--- src/hdl/fpa_pkg.sv ---
// fpa_pkg: shared types, codes and defaults of the fit-policy partition allocator
// no dependencies; every other file imports this package
`default_nettype none

package fpa_pkg;

  localparam int DEFAULT_NUM_BLOCKS = 16;
  localparam int DEFAULT_SIZE_BITS  = 16;

  localparam int IDX_IN_W  = 4;
  localparam int AMOUNT_W  = 16;
  localparam int STATUS_W  = 2;
  localparam int CFG_IDX_W = 1;
  localparam int CFG_DAT_W = 5;
  localparam int POLICY_W  = 2;

  typedef enum logic [0:0] {
    MODE_LOAD    = 1'b0,
    MODE_REQUEST = 1'b1
  } fpa_mode_e;

  typedef enum logic [POLICY_W-1:0] {
    POL_FIRST = 2'd0,
    POL_BEST  = 2'd1,
    POL_WORST = 2'd2,
    POL_NEXT  = 2'd3
  } fpa_policy_e;

  typedef enum logic [STATUS_W-1:0] {
    ST_LOADED  = 2'd0,
    ST_GRANTED = 2'd1,
    ST_DENIED  = 2'd2
  } fpa_status_e;

  typedef enum logic [CFG_IDX_W-1:0] {
    CFG_POLICY = 1'b0,
    CFG_ACTIVE = 1'b1
  } fpa_cfg_idx_e;

  // controller to datapath
  typedef struct packed {
    logic take;
    logic start;
    logic issue;
    logic fin_load;
    logic fin_req;
  } fpa_cmd_t;

  // datapath to controller
  typedef struct packed {
    logic out_busy;
    logic hit_stop;
    logic scan_done;
  } fpa_stat_t;

endpackage

`default_nettype wire

--- src/hdl/fpa_if.sv ---
// fpa_if: valid/ready channel interfaces for request, result and configuration
// depends on fpa_pkg for field widths
`default_nettype none

interface fpa_in_if import fpa_pkg::*; ();
  logic                valid;
  logic                ready;
  logic                mode;
  logic [IDX_IN_W-1:0] block_index;
  logic [AMOUNT_W-1:0] amount;
  modport source (output valid, mode, block_index, amount, input ready);
  modport sink   (input valid, mode, block_index, amount, output ready);
endinterface

interface fpa_out_if import fpa_pkg::*; ();
  logic                valid;
  logic                ready;
  logic [STATUS_W-1:0] status;
  logic [IDX_IN_W-1:0] granted_block;
  logic [AMOUNT_W-1:0] remaining;
  modport source (output valid, status, granted_block, remaining, input ready);
  modport sink   (input valid, status, granted_block, remaining, output ready);
endinterface

interface fpa_cfg_if import fpa_pkg::*; ();
  logic                 valid;
  logic                 ready;
  logic [CFG_IDX_W-1:0] index;
  logic [CFG_DAT_W-1:0] data;
  modport source (output valid, index, data, input ready);
  modport sink   (input valid, index, data, output ready);
endinterface

`default_nettype wire

--- src/hdl/fit_policy_partition_allocator.sv ---
// fit_policy_partition_allocator: top level, first/best/worst/next fit allocator
// depends on fpa_pkg, fpa_if, fpa_ctrl, fpa_datapath
//
//   channel  dir  payload                              transfer when
//   in_if    in   mode, block_index, amount            valid && ready
//   out_if   out  status, granted_block, remaining     valid && ready
//   cfg_if   in   index (0 policy, 1 active), data     valid && ready
//
// load item: the result goes to the output register from the load state once the slot is free
// request: scans m partitions, m = searched partitions (one store read per cycle);
//   first and next fit end the scan once the first fitting partition is found
// reset: capacities read as zero via per-entry valid bits, policy first fit, 16 active
// a held result does not block the next input transfer; a new result waits for the slot
`default_nettype none

module fit_policy_partition_allocator import fpa_pkg::*; #(
  parameter int NUM_BLOCKS = DEFAULT_NUM_BLOCKS,
  parameter int SIZE_BITS  = DEFAULT_SIZE_BITS
) (
  input  wire logic  clk_i,
  input  wire logic  rst_ni,
  fpa_in_if.sink     in_if,
  fpa_out_if.source  out_if,
  fpa_cfg_if.sink    cfg_if
);

  fpa_cmd_t  cmd;
  fpa_stat_t stat;

  assign cfg_if.ready = 1'b1;

  fpa_ctrl u_ctrl (
    .clk_i      (clk_i),
    .rst_ni     (rst_ni),
    .in_valid_i (in_if.valid),
    .in_mode_i  (in_if.mode),
    .in_ready_o (in_if.ready),
    .stat_i     (stat),
    .cmd_o      (cmd)
  );

  fpa_datapath #(
    .NUM_BLOCKS (NUM_BLOCKS),
    .SIZE_BITS  (SIZE_BITS)
  ) u_datapath (
    .clk_i           (clk_i),
    .rst_ni          (rst_ni),
    .cmd_i           (cmd),
    .stat_o          (stat),
    .block_index_i   (in_if.block_index),
    .amount_i        (in_if.amount),
    .cfg_we_i        (cfg_if.valid),
    .cfg_index_i     (cfg_if.index),
    .cfg_data_i      (cfg_if.data),
    .out_valid_o     (out_if.valid),
    .out_ready_i     (out_if.ready),
    .status_o        (out_if.status),
    .granted_block_o (out_if.granted_block),
    .remaining_o     (out_if.remaining)
  );

`ifndef SYNTHESIS
  a_one_item: assert property (@(posedge clk_i) disable iff (!rst_ni)
    (in_if.valid && in_if.ready) |=> !in_if.ready)
    else $error("input taken while an item is in work");

  a_no_overwrite: assert property (@(posedge clk_i) disable iff (!rst_ni)
    (cmd.fin_load || cmd.fin_req) |-> !(out_if.valid && !out_if.ready))
    else $error("result register overwritten while stalled");

  a_result_source: assert property (@(posedge clk_i) disable iff (!rst_ni)
    $rose(out_if.valid) |-> $past(cmd.fin_load || cmd.fin_req))
    else $error("result appeared without a finishing command");
`endif

endmodule

`default_nettype wire

--- src/hdl/fpa_datapath.sv ---
// fpa_datapath: capacity store, config registers, pipelined scan, output register
// depends on fpa_pkg; driven by fpa_ctrl through fpa_cmd_t
`default_nettype none

module fpa_datapath import fpa_pkg::*; #(
  parameter int NUM_BLOCKS = DEFAULT_NUM_BLOCKS,
  parameter int SIZE_BITS  = DEFAULT_SIZE_BITS
) (
  input  wire logic                 clk_i,
  input  wire logic                 rst_ni,
  input  wire fpa_cmd_t             cmd_i,
  output fpa_stat_t                 stat_o,
  input  wire logic [IDX_IN_W-1:0]  block_index_i,
  input  wire logic [AMOUNT_W-1:0]  amount_i,
  input  wire logic                 cfg_we_i,
  input  wire logic [CFG_IDX_W-1:0] cfg_index_i,
  input  wire logic [CFG_DAT_W-1:0] cfg_data_i,
  output logic                      out_valid_o,
  input  wire logic                 out_ready_i,
  output logic [STATUS_W-1:0]       status_o,
  output logic [IDX_IN_W-1:0]       granted_block_o,
  output logic [AMOUNT_W-1:0]       remaining_o
);

  localparam int IDX_W = (NUM_BLOCKS > 1) ? $clog2(NUM_BLOCKS) : 1;
  localparam int CNT_W = $clog2(NUM_BLOCKS + 1);

  // config
  fpa_policy_e          policy_q;
  logic [CFG_DAT_W-1:0] active_q;

  always_ff @(posedge clk_i or negedge rst_ni) begin
    if (!rst_ni) begin
      policy_q <= POL_FIRST;
      active_q <= CFG_DAT_W'(16);
    end else if (cfg_we_i) begin
      unique case (cfg_index_i)
        CFG_POLICY: policy_q <= fpa_policy_e'(cfg_data_i[POLICY_W-1:0]);
        CFG_ACTIVE: active_q <= cfg_data_i;
        default: ;
      endcase
    end
  end

  // searched count and next-fit start
  logic [CNT_W-1:0] m_cnt;
  logic [IDX_W-1:0] ptr_q;
  logic [IDX_W-1:0] pos_start;

  assign m_cnt     = (32'(active_q) > NUM_BLOCKS) ? CNT_W'(NUM_BLOCKS) : CNT_W'(active_q);
  assign pos_start = (CNT_W'(ptr_q) < m_cnt) ? ptr_q : '0;

  // latched item
  logic [IDX_IN_W-1:0]  idx_q;
  logic [SIZE_BITS-1:0] need_q;
  logic                 idx_ok;

  always_ff @(posedge clk_i) begin
    if (cmd_i.take) begin
      idx_q  <= block_index_i;
      need_q <= SIZE_BITS'(amount_i);
    end
  end

  assign idx_ok = (32'(idx_q) < NUM_BLOCKS);

  // scan control
  logic [IDX_W-1:0] pos_q;
  logic [CNT_W-1:0] issue_cnt_q;
  logic             issue_done;
  logic             rd_vld_q;
  logic [IDX_W-1:0] rd_pos_q;
  logic             found_q;
  logic [IDX_W-1:0] pick_q;
  logic [SIZE_BITS-1:0] pick_cap_q;

  assign issue_done = (issue_cnt_q == m_cnt);

  // capacity store with per-entry valid bits
  logic [SIZE_BITS-1:0] cap_mem [NUM_BLOCKS];
  logic [NUM_BLOCKS-1:0] vld_q;
  logic [SIZE_BITS-1:0] rd_data_q;
  logic                 rd_vbit_q;
  logic                 wr_en;
  logic [IDX_W-1:0]     wr_addr;
  logic [SIZE_BITS-1:0] wr_data;
  logic [SIZE_BITS-1:0] new_cap;

  assign new_cap = pick_cap_q - need_q;

  always_comb begin
    wr_en   = 1'b0;
    wr_addr = pick_q;
    wr_data = new_cap;
    if (cmd_i.fin_load) begin
      wr_en   = idx_ok;
      wr_addr = IDX_W'(idx_q);
      wr_data = need_q;
    end else if (cmd_i.fin_req) begin
      wr_en = found_q;
    end
  end

  always_ff @(posedge clk_i) begin
    if (wr_en) begin
      cap_mem[wr_addr] <= wr_data;
    end
    rd_data_q <= cap_mem[pos_q];
  end

  always_ff @(posedge clk_i or negedge rst_ni) begin
    if (!rst_ni) begin
      vld_q     <= '0;
      rd_vbit_q <= 1'b0;
    end else begin
      if (wr_en) begin
        vld_q[wr_addr] <= 1'b1;
      end
      rd_vbit_q <= vld_q[pos_q];
    end
  end

  // compare stage
  logic [SIZE_BITS-1:0] cap_eff;
  logic                 fits;
  logic                 upd;
  logic                 sel_first;

  assign cap_eff   = rd_vbit_q ? rd_data_q : '0;
  assign fits      = (cap_eff >= need_q);
  assign sel_first = (policy_q == POL_FIRST) || (policy_q == POL_NEXT);
  assign upd = rd_vld_q && fits &&
               (!found_q ||
                ((policy_q == POL_BEST)  && (cap_eff < pick_cap_q)) ||
                ((policy_q == POL_WORST) && (cap_eff > pick_cap_q)));

  always_ff @(posedge clk_i or negedge rst_ni) begin
    if (!rst_ni) begin
      pos_q       <= '0;
      issue_cnt_q <= '0;
      rd_vld_q    <= 1'b0;
      found_q     <= 1'b0;
      ptr_q       <= '0;
    end else begin
      rd_vld_q <= cmd_i.issue && !issue_done;
      if (cmd_i.start) begin
        pos_q       <= (policy_q == POL_NEXT) ? pos_start : '0;
        issue_cnt_q <= '0;
        found_q     <= 1'b0;
        if ((policy_q == POL_NEXT) && (m_cnt != '0)) begin
          ptr_q <= pos_start;
        end
      end else begin
        if (cmd_i.issue && !issue_done) begin
          issue_cnt_q <= issue_cnt_q + 1'b1;
          pos_q <= ((CNT_W'(pos_q) + 1'b1) == m_cnt) ? '0 : pos_q + 1'b1;
        end
        if (upd) begin
          found_q <= 1'b1;
        end
        if (cmd_i.fin_req && found_q && (policy_q == POL_NEXT)) begin
          ptr_q <= pick_q;
        end
      end
    end
  end

  always_ff @(posedge clk_i) begin
    rd_pos_q <= pos_q;
    if (upd) begin
      pick_q     <= rd_pos_q;
      pick_cap_q <= cap_eff;
    end
  end

  // output register
  always_ff @(posedge clk_i or negedge rst_ni) begin
    if (!rst_ni) begin
      out_valid_o <= 1'b0;
    end else if (cmd_i.fin_load || cmd_i.fin_req) begin
      out_valid_o <= 1'b1;
    end else if (out_ready_i) begin
      out_valid_o <= 1'b0;
    end
  end

  always_ff @(posedge clk_i) begin
    if (cmd_i.fin_load) begin
      status_o        <= ST_LOADED;
      granted_block_o <= idx_q;
      remaining_o     <= idx_ok ? AMOUNT_W'(need_q) : '0;
    end else if (cmd_i.fin_req) begin
      if (found_q) begin
        status_o        <= ST_GRANTED;
        granted_block_o <= IDX_IN_W'(pick_q);
        remaining_o     <= AMOUNT_W'(new_cap);
      end else begin
        status_o        <= ST_DENIED;
        granted_block_o <= '0;
        remaining_o     <= '0;
      end
    end
  end

  assign stat_o.out_busy  = out_valid_o && !out_ready_i;
  assign stat_o.hit_stop  = found_q && sel_first;
  assign stat_o.scan_done = issue_done && !rd_vld_q;

endmodule

`default_nettype wire

--- src/hdl/fpa_ctrl.sv ---
// fpa_ctrl: sequencer for load and allocation items
// depends on fpa_pkg; commands fpa_datapath through fpa_cmd_t
`default_nettype none

module fpa_ctrl import fpa_pkg::*; (
  input  wire logic      clk_i,
  input  wire logic      rst_ni,
  input  wire logic      in_valid_i,
  input  wire logic      in_mode_i,
  output logic           in_ready_o,
  input  wire fpa_stat_t stat_i,
  output fpa_cmd_t       cmd_o
);

  typedef enum logic [4:0] {
    S_IDLE  = 5'b00001,
    S_LOAD  = 5'b00010,
    S_START = 5'b00100,
    S_SCAN  = 5'b01000,
    S_GRANT = 5'b10000
  } fpa_state_e;

  fpa_state_e state_q, state_d;

  always_comb begin
    state_d    = state_q;
    cmd_o      = '0;
    in_ready_o = 1'b0;
    unique case (state_q)
      S_IDLE: begin
        in_ready_o = 1'b1;
        if (in_valid_i) begin
          cmd_o.take = 1'b1;
          state_d = (in_mode_i == MODE_REQUEST) ? S_START : S_LOAD;
        end
      end
      S_LOAD: begin
        if (!stat_i.out_busy) begin
          cmd_o.fin_load = 1'b1;
          state_d = S_IDLE;
        end
      end
      S_START: begin
        cmd_o.start = 1'b1;
        state_d = S_SCAN;
      end
      S_SCAN: begin
        cmd_o.issue = 1'b1;
        if (stat_i.hit_stop || stat_i.scan_done) begin
          state_d = S_GRANT;
        end
      end
      S_GRANT: begin
        if (!stat_i.out_busy) begin
          cmd_o.fin_req = 1'b1;
          state_d = S_IDLE;
        end
      end
      default: state_d = S_IDLE;
    endcase
  end

  always_ff @(posedge clk_i or negedge rst_ni) begin
    if (!rst_ni) begin
      state_q <= S_IDLE;
    end else begin
      state_q <= state_d;
    end
  end

endmodule

`default_nettype wire

--- src/flat_wrapper.sv ---
// flat-port wrapper written by rule: the top's interface ports become plain ports
module fit_policy_partition_allocator_flat import fpa_pkg::*;
#(
  parameter int NUM_BLOCKS = DEFAULT_NUM_BLOCKS,
  parameter int SIZE_BITS  = DEFAULT_SIZE_BITS
)
  (clk_i, rst_ni, in_if_valid, in_if_mode, in_if_block_index, in_if_amount, in_if_ready, out_if_valid, out_if_status, out_if_granted_block, out_if_remaining, out_if_ready, cfg_if_valid, cfg_if_index, cfg_if_data, cfg_if_ready);
  fpa_in_if in_if_i ();
  fpa_out_if out_if_i ();
  fpa_cfg_if cfg_if_i ();
  input  wire logic clk_i;
  input  wire logic rst_ni;
  input wire logic [$bits(in_if_i.valid)-1:0] in_if_valid;
  input wire logic [$bits(in_if_i.mode)-1:0] in_if_mode;
  input wire logic [$bits(in_if_i.block_index)-1:0] in_if_block_index;
  input wire logic [$bits(in_if_i.amount)-1:0] in_if_amount;
  output wire logic [$bits(in_if_i.ready)-1:0] in_if_ready;
  output wire logic [$bits(out_if_i.valid)-1:0] out_if_valid;
  output wire logic [$bits(out_if_i.status)-1:0] out_if_status;
  output wire logic [$bits(out_if_i.granted_block)-1:0] out_if_granted_block;
  output wire logic [$bits(out_if_i.remaining)-1:0] out_if_remaining;
  input wire logic [$bits(out_if_i.ready)-1:0] out_if_ready;
  input wire logic [$bits(cfg_if_i.valid)-1:0] cfg_if_valid;
  input wire logic [$bits(cfg_if_i.index)-1:0] cfg_if_index;
  input wire logic [$bits(cfg_if_i.data)-1:0] cfg_if_data;
  output wire logic [$bits(cfg_if_i.ready)-1:0] cfg_if_ready;
  assign in_if_i.valid = in_if_valid;
  assign in_if_i.mode = in_if_mode;
  assign in_if_i.block_index = in_if_block_index;
  assign in_if_i.amount = in_if_amount;
  assign in_if_ready = in_if_i.ready;
  assign out_if_valid = out_if_i.valid;
  assign out_if_status = out_if_i.status;
  assign out_if_granted_block = out_if_i.granted_block;
  assign out_if_remaining = out_if_i.remaining;
  assign out_if_i.ready = out_if_ready;
  assign cfg_if_i.valid = cfg_if_valid;
  assign cfg_if_i.index = cfg_if_index;
  assign cfg_if_i.data = cfg_if_data;
  assign cfg_if_ready = cfg_if_i.ready;
  fit_policy_partition_allocator #(.NUM_BLOCKS(NUM_BLOCKS), .SIZE_BITS(SIZE_BITS)) u_core (.clk_i(clk_i), .rst_ni(rst_ni), .in_if(in_if_i), .out_if(out_if_i), .cfg_if(cfg_if_i));
endmodule
--- config.mk ---
export PLATFORM = sky130hd
export DESIGN_NAME = fit_policy_partition_allocator_flat
export DESIGN_NICKNAME = d
export VERILOG_FILES = /design/src/hdl/fpa_pkg.sv /design/src/hdl/fpa_if.sv /design/src/hdl/fit_policy_partition_allocator.sv /design/src/hdl/fpa_datapath.sv /design/src/hdl/fpa_ctrl.sv /design/src/flat_wrapper.sv
export SDC_FILE = /design/constraint.sdc
export NUM_CORES = 1
export LEC_CHECK = 0
export BUFFER_PORTS_ARGS = -buffer_cell sky130_fd_sc_hd__buf_2
export CAP_MARGIN = 10
export CORE_ASPECT_RATIO = 1.5
export CORE_MARGIN = 2
export CORE_UTILIZATION = 45
export DETAILED_ROUTE_END_ITERATION = 7
export HOLD_SLACK_MARGIN = 0.05
export PLACE_DENSITY = 0.66
export SYNTH_ARGS = -nofsm -noshare
export SYNTH_HDL_FRONTEND = slang
export SYNTH_SLANG_ARGS = --single-unit
--- constraint.sdc ---
create_clock -name clk_i -period 8.8 [get_ports clk_i]
set_input_delay 0.88 -clock clk_i [delete_from_list [all_inputs] [get_ports clk_i]]
set_output_delay 0.88 -clock clk_i [all_outputs]
set_load 0.01 [all_outputs]
=== After elaboration in Yosys (flattened, before gate mapping) ===
Memories as Yosys holds them, arrays and structs flattened. A register that Yosys moved wholly into a read port is not among the register bits.
Cells that the tools add are included.
Widths: inputs -> output; s select.

* Memories: 1
* Output and inout bits: 25
* RAM bits: 256
* Bits in registers: 111

* Muxes and demuxes: 46
* Reduce and logical (&&, ||, !) cells: 33
* $add $sub $neg: 4
* $lt $le $gt $ge: 8
* Bitwise operators: 2
* Eq/ne operators: 14

{| class="wikitable"
|+ Memory list
! memory !! depth !! width !! read ports !! clocked after Yosys merged registers in !! wr ports !! RTL line !! source
|-
| u_core.u_datapath.cap_mem || 16 || 16 || 1 || 1 || 1 || fpa_datapath.sv:80 || <nowiki>logic [SIZE_BITS-1:0] cap_mem [NUM_BLOCKS];</nowiki>
|}

{| class="wikitable"
|+ Operator list
! cell !! number
|-
| $mux 16 || 5
|-
| $mux 4 || 12
|-
| $mux 5 || 6
|-
| $pmux 5 s4 || 1
|-
| $mux 1 || 18
|-
| $ge 16x16->1 || 1
|-
| $gt 16x16->1 || 1
|-
| $lt 16x16->1 || 1
|-
| $or 16x16->16 || 1
|-
| $sub 16x16->16 || 1
|-
| $logic_and 1x1->1 || 12
|-
| $eq 5x5->1 || 2
|-
| $lt 4x5->1 const B || 2
|-
| $reduce_bool 2->1 || 5
|-
| $ne 2x2->1 const B || 4
|-
| $reduce_and 2->1 || 3
|-
| $add 4x1->5 const B || 1
|-
| $add 5x1->5 const B || 1
|-
| $eq 5x1->1 const B || 1
|-
| $eq 5x2->1 const B || 1
|-
| $eq 5x3->1 const B || 1
|-
| $eq 5x4->1 const B || 1
|-
| $eq 5x5->1 const B || 1
|-
| $gt 5x5->1 const B || 1
|-
| other kinds (16) || 24
|}

=== Logic depth before layout (Yosys ltp) ===
* Depth after elaboration: 10
* Mapped depth: 11
* Depth with buffers taken out: 11

=== By module ===
Synthesis repeated with hierarchy kept, for this count alone.

* Cells, all modules: 1112
* Area total of the unflattened synthesis: 16674.7 µm²

{| class="wikitable"
|+ By module, submodules not included
! module !! cells each !! area each (µm²) !! times used
|-
| fpa_datapath || 1079 || 16351.9 || 1
|-
| fpa_ctrl || 31 || 311.5 || 1
|-
| fit_policy_partition_allocator || 2 || 11.3 || 1
|}

=== Worst setup path before layout ===
Ideal clock, no wire load.

* Path kind: reg2reg
* From: register u_core.u_datapath.rd_vbit_q
* To: register u_core.u_datapath.pick_cap_q[0] (enable)
* Cell stages (with the launch flop): 10
* Arrival time: 3.098 ns
* Path buffers: 1
* Setup slack: 5.293 ns
* Period minus slack after synthesis: 3.507 ns
* Cell sequence: dfrtp_1 -> clkbuf_1 -> and2_1 -> ha_1 -> and4_1 -> and3_1 -> a221o_1 -> a21oi_1 -> o211ai_1 -> a31oi_1

* Word-level cells in the longest chain between the ends: 6

{| class="wikitable"
|+ Ends and longest elaborated chain
! what !! RTL line !! source
|-
| start, declared || fpa_datapath.sv:83 || <nowiki>logic rd_vbit_q;</nowiki>
|-
| start signal, assigned || fpa_datapath.sv:119 || <nowiki>rd_vbit_q <= vld_q[pos_q];</nowiki>
|-
| $mux 16 (*) || fpa_datapath.sv:129 || <nowiki>assign cap_eff = rd_vbit_q ? rd_data_q : '0;</nowiki>
|-
| named net u_core.u_datapath.cap_eff[10] || fpa_datapath.sv:124 || <nowiki>logic [SIZE_BITS-1:0] cap_eff;</nowiki>
|-
| $lt 16x16->1 || fpa_datapath.sv:134 || <nowiki>((policy_q == POL_BEST) && (cap_eff < pick_cap_q)) ||</nowiki>
|-
| $logic_and 1x1->1 || fpa_datapath.sv:134 ||
|-
| $logic_or 1x1->1 || fpa_datapath.sv:133 || <nowiki>(!found_q ||</nowiki>
|-
| $logic_or 1x1->1 || fpa_datapath.sv:134 ||
|-
| $logic_and 1x1->1 (*) || fpa_datapath.sv:132 || <nowiki>assign upd = rd_vld_q && fits &&</nowiki>
|-
| named net u_core.u_datapath.upd || fpa_datapath.sv:126 || <nowiki>logic upd;</nowiki>
|-
| end signal, assigned || fpa_datapath.sv:172 || <nowiki>pick_cap_q <= cap_eff;</nowiki>
|-
| end, declared || fpa_datapath.sv:75 || <nowiki>logic [SIZE_BITS-1:0] pick_cap_q;</nowiki>
|}

Mark *: on every way through the listed nets, which the timed path passes. The rest lies on a longest branch.
A chain may end at the register's enable or synchronous reset.

=== Final worst setup path ===
* From: register u_core.u_datapath.rd_vbit_q
* To: register u_core.u_datapath.pick_cap_q[14] (enable)

Same word-level chain as after synthesis.

==> results.ini <==
[run_status]
outcome=finished clean

[yosys]
ys_ff_latch=383
synth_edf_count=316
synth_cell_types=80
synth.cell_area_um2=16600
avgSynthCellArea_um2=14.9
async_reset_ff_frac=0.117
syn_nets=1198
synth_top_cell_by_area=edfxtp_1
ys_seq_area_frac=0.667
ys_top_cells_by_count=316 x edfxtp_1, 73 x nand2_1, 70 x o21ai_0
synthTopCellsByArea=edfxtp_1 57%, dfrtp_1 6.5%, mux4_2 4.6%
synth_cells=1113
synth-main-ff-cell=edfxtp_1
yosysMostFrequentCell=edfxtp_1
yosys.area.top_type_share=0.572
yosysWarnings=0

[timing]
rsz0062_at_grt=no
fin_ws_ns=5.41
tns_ns=0
fmax_ghz=0.295
max_slew_margin=0.208
timing_hold_violations_final=0
drv_slew=0
setup_viol=0
period_minus_slack_ns=3.39
worst_clock_skew_ns=0.0127
tightest_slew_ns=1.19
period_share=0.385

[cells_and_area]
diodes=0
layout.nets=1268
area_delta_synth_final_pct=12.7
drive_gt1_frac=0.192
num-fill-cells=3051
fin_cells=1693
fin_area_um2=18700

[die]
std_cell_rows=86
io_pins=57
die_height_um=239
core-area_um2=36600
die_w_um=161
design.die.area_um2=38400
start_util=0.453

[route]
wire_per_inst_um=23.0
drc=0
routed.top_layer=met4
num_vias=9532
via_per_inst=5.63
met3_length_um=1530
drtAntennaViolNets=0
routed_wl_um=38900
drt_iter0_drc=804
first_pass_iters=5
met1Wirelength_um=14800
met2_length_um=20600

[clocking]
cts_inserted_buffers=36
clkSlewWorstSetupHoldPaths_ns=0.07
cts-resized-gates=0
cts_root_buf=clkbuf_16
clk_path_buf_depth=3
cts_tree=built
clk-insertion-delay-late_ns=0.53
cts-hold-fix-buffers=0
cts-htree-levels=2
clock_sinks=383
post_cts_buffers=0

[place]
dp_hpwl_um=27100
post-place-ws_ns=5.23
place_congestion=0.909
portBuffers=55
place_inst=1629
place_area_um2=17500

[critical_path]
path_max_fanout=18
cp-start-kind=register
cp-end-kind=register
required_ns=9.02
cp_data_arrival_time_ns=3.61
crit_type=reg -> reg

[power_and_ir_drop]
p_per_area_nw_per_um2=322
power_uw=6010
leakage_uw=0.00687
ir_worst_vdd_mv=0.189

[grt]
antenna_found_initial=0
grt_use_total=0.205
grt-ovfl-total=0
grt_max_degree=60
grt_pass1_wl_um=58900
grt_pass1_vias=9771

[flow_run]
maxCapViolations=0

[hold_path]
holdCritPathClass=reg -> reg

[area by class of cell]
class / instances / area, um2 / share of cell area
Clock buffer: 48 / 1030 / 0.0551
Clock inverter: 16 / 181 / 0.00971
Inverter: 43 / 161 / 0.00864
Multi-Input combinational cell: 646 / 5240 / 0.280
Sequential cell: 383 / 11100 / 0.592
Tap cell: 484 / 606 / 0.0324
Timing Repair Buffer: 73 / 410 / 0.0220
[stage by stage]
| stage | hold slack [ns] | utilization |
|---|---|---|
| 2_1_floorplan | 0.366 | - |
| 3_3_place_gp | 0.387 | 0.478 |
| 3_5_place_dp | 0.400 | 0.478 |
| 4_1_cts | 0.411 | 0.511 |
| 5_1_grt | 0.418 | 0.511 |
| 6_report | 0.402 | 0.511 |
[logic make-up (layout without fill, tap and decap cells)]
| family | count (synthesis) | in the layout | synth area share |
|---|---|---|---|
| flip-flops | 383 | 383 | 0.667 |
| adder cells (fa/ha/maj) | 54 | 54 | 0.0410 |
| other | 1 | 1 | 0.000226 |
| AO/OA/AOI/OAI | 221 | 221 | 0.0882 |
| multiplexers | 113 | 113 | 0.0960 |
| buffers and inverters | 84 | 180 | 0.0220 |
| AND/OR/NAND/NOR | 233 | 233 | 0.0727 |
| XOR/XNOR | 24 | 24 | 0.0131 |
[power by group]
| group | internal, uW | switching [uW] | total (uW) |
|---|---|---|---|
| Combinational | 669 | 1160 | 1830 |
| Clock | 943 | 655 | 1600 |
| Sequential | 2390 | 192 | 2590 |
[path summary, 6_finish.rpt]
path / start / to / slack [ns] / depth (start not counted)
max: u_core.u_datapath.rd_vbit_q / u_core.u_datapath.pick_cap_q[14] / 5.41 / 9
min: u_core.u_datapath.rd_pos_q[0] / u_core.u_datapath.pick_q[0] / 0.40 / 0
max reg2reg: u_core.u_datapath.rd_vbit_q / u_core.u_datapath.pick_cap_q[14] / 5.41 / 9
min reg2reg: u_core.u_datapath.rd_pos_q[0] / u_core.u_datapath.pick_q[0] / 0.40 / 0
max in group asynchronous: rst_ni / u_core.u_datapath.pos_q[0] / 7.77 / 2
min in group asynchronous: rst_ni / u_core.u_datapath.vld_q[10] / 0.46 / 2
[worst max-delay path: stages (launching register included)]
cell      delay, ns
dfrtp_1        0.61
and2_1         0.27
ha_1           0.26
and4_1         0.21
and3_1         0.19
a221o_1        0.31
a21oi_1        0.18
o211ai_1       0.13
a31oi_2        0.59
buf_4          0.33
[layer usage]
layer,track usage,vias to the layer above
met5,0,-
met4,0.102,0
met3,0.0220,68
met2,0.379,259
met1,0.236,4803
li1,-,4402
[flip-flops by register name, indices dropped and copies added, names as in the netlist, 16 cells and up]
signal                         cells
u_core.u_datapath.remaining_o     16
u_core.u_datapath.cap_mem        256
u_core.u_datapath.need_q          16
u_core.u_datapath.pick_cap_q      16
u_core.u_datapath.rd_data_q       16
u_core.u_datapath.vld_q           16
[layout by cell type (no fill, tap or decap), types with 11 or more instances in the layout]
master,n
a21oi_1,44
a221oi_1,17
a22oi_1,19
and2_1,20
buf_2,55
buf_4,18
clkbuf_16,39
dfrtp_1,41
dfxtp_1,22
edfxtp_1,316
ha_1,52
inv_1,43
mux2_2,21
mux2i_1,56
mux4_2,34
nand2_1,73
nand2b_1,11
nand3_1,13
nor2_1,30
nor2_2,16
o21ai_0,70
or2_1,15
xnor2_1,11
xor2_1,11
(Power assumes the default switching activity.)
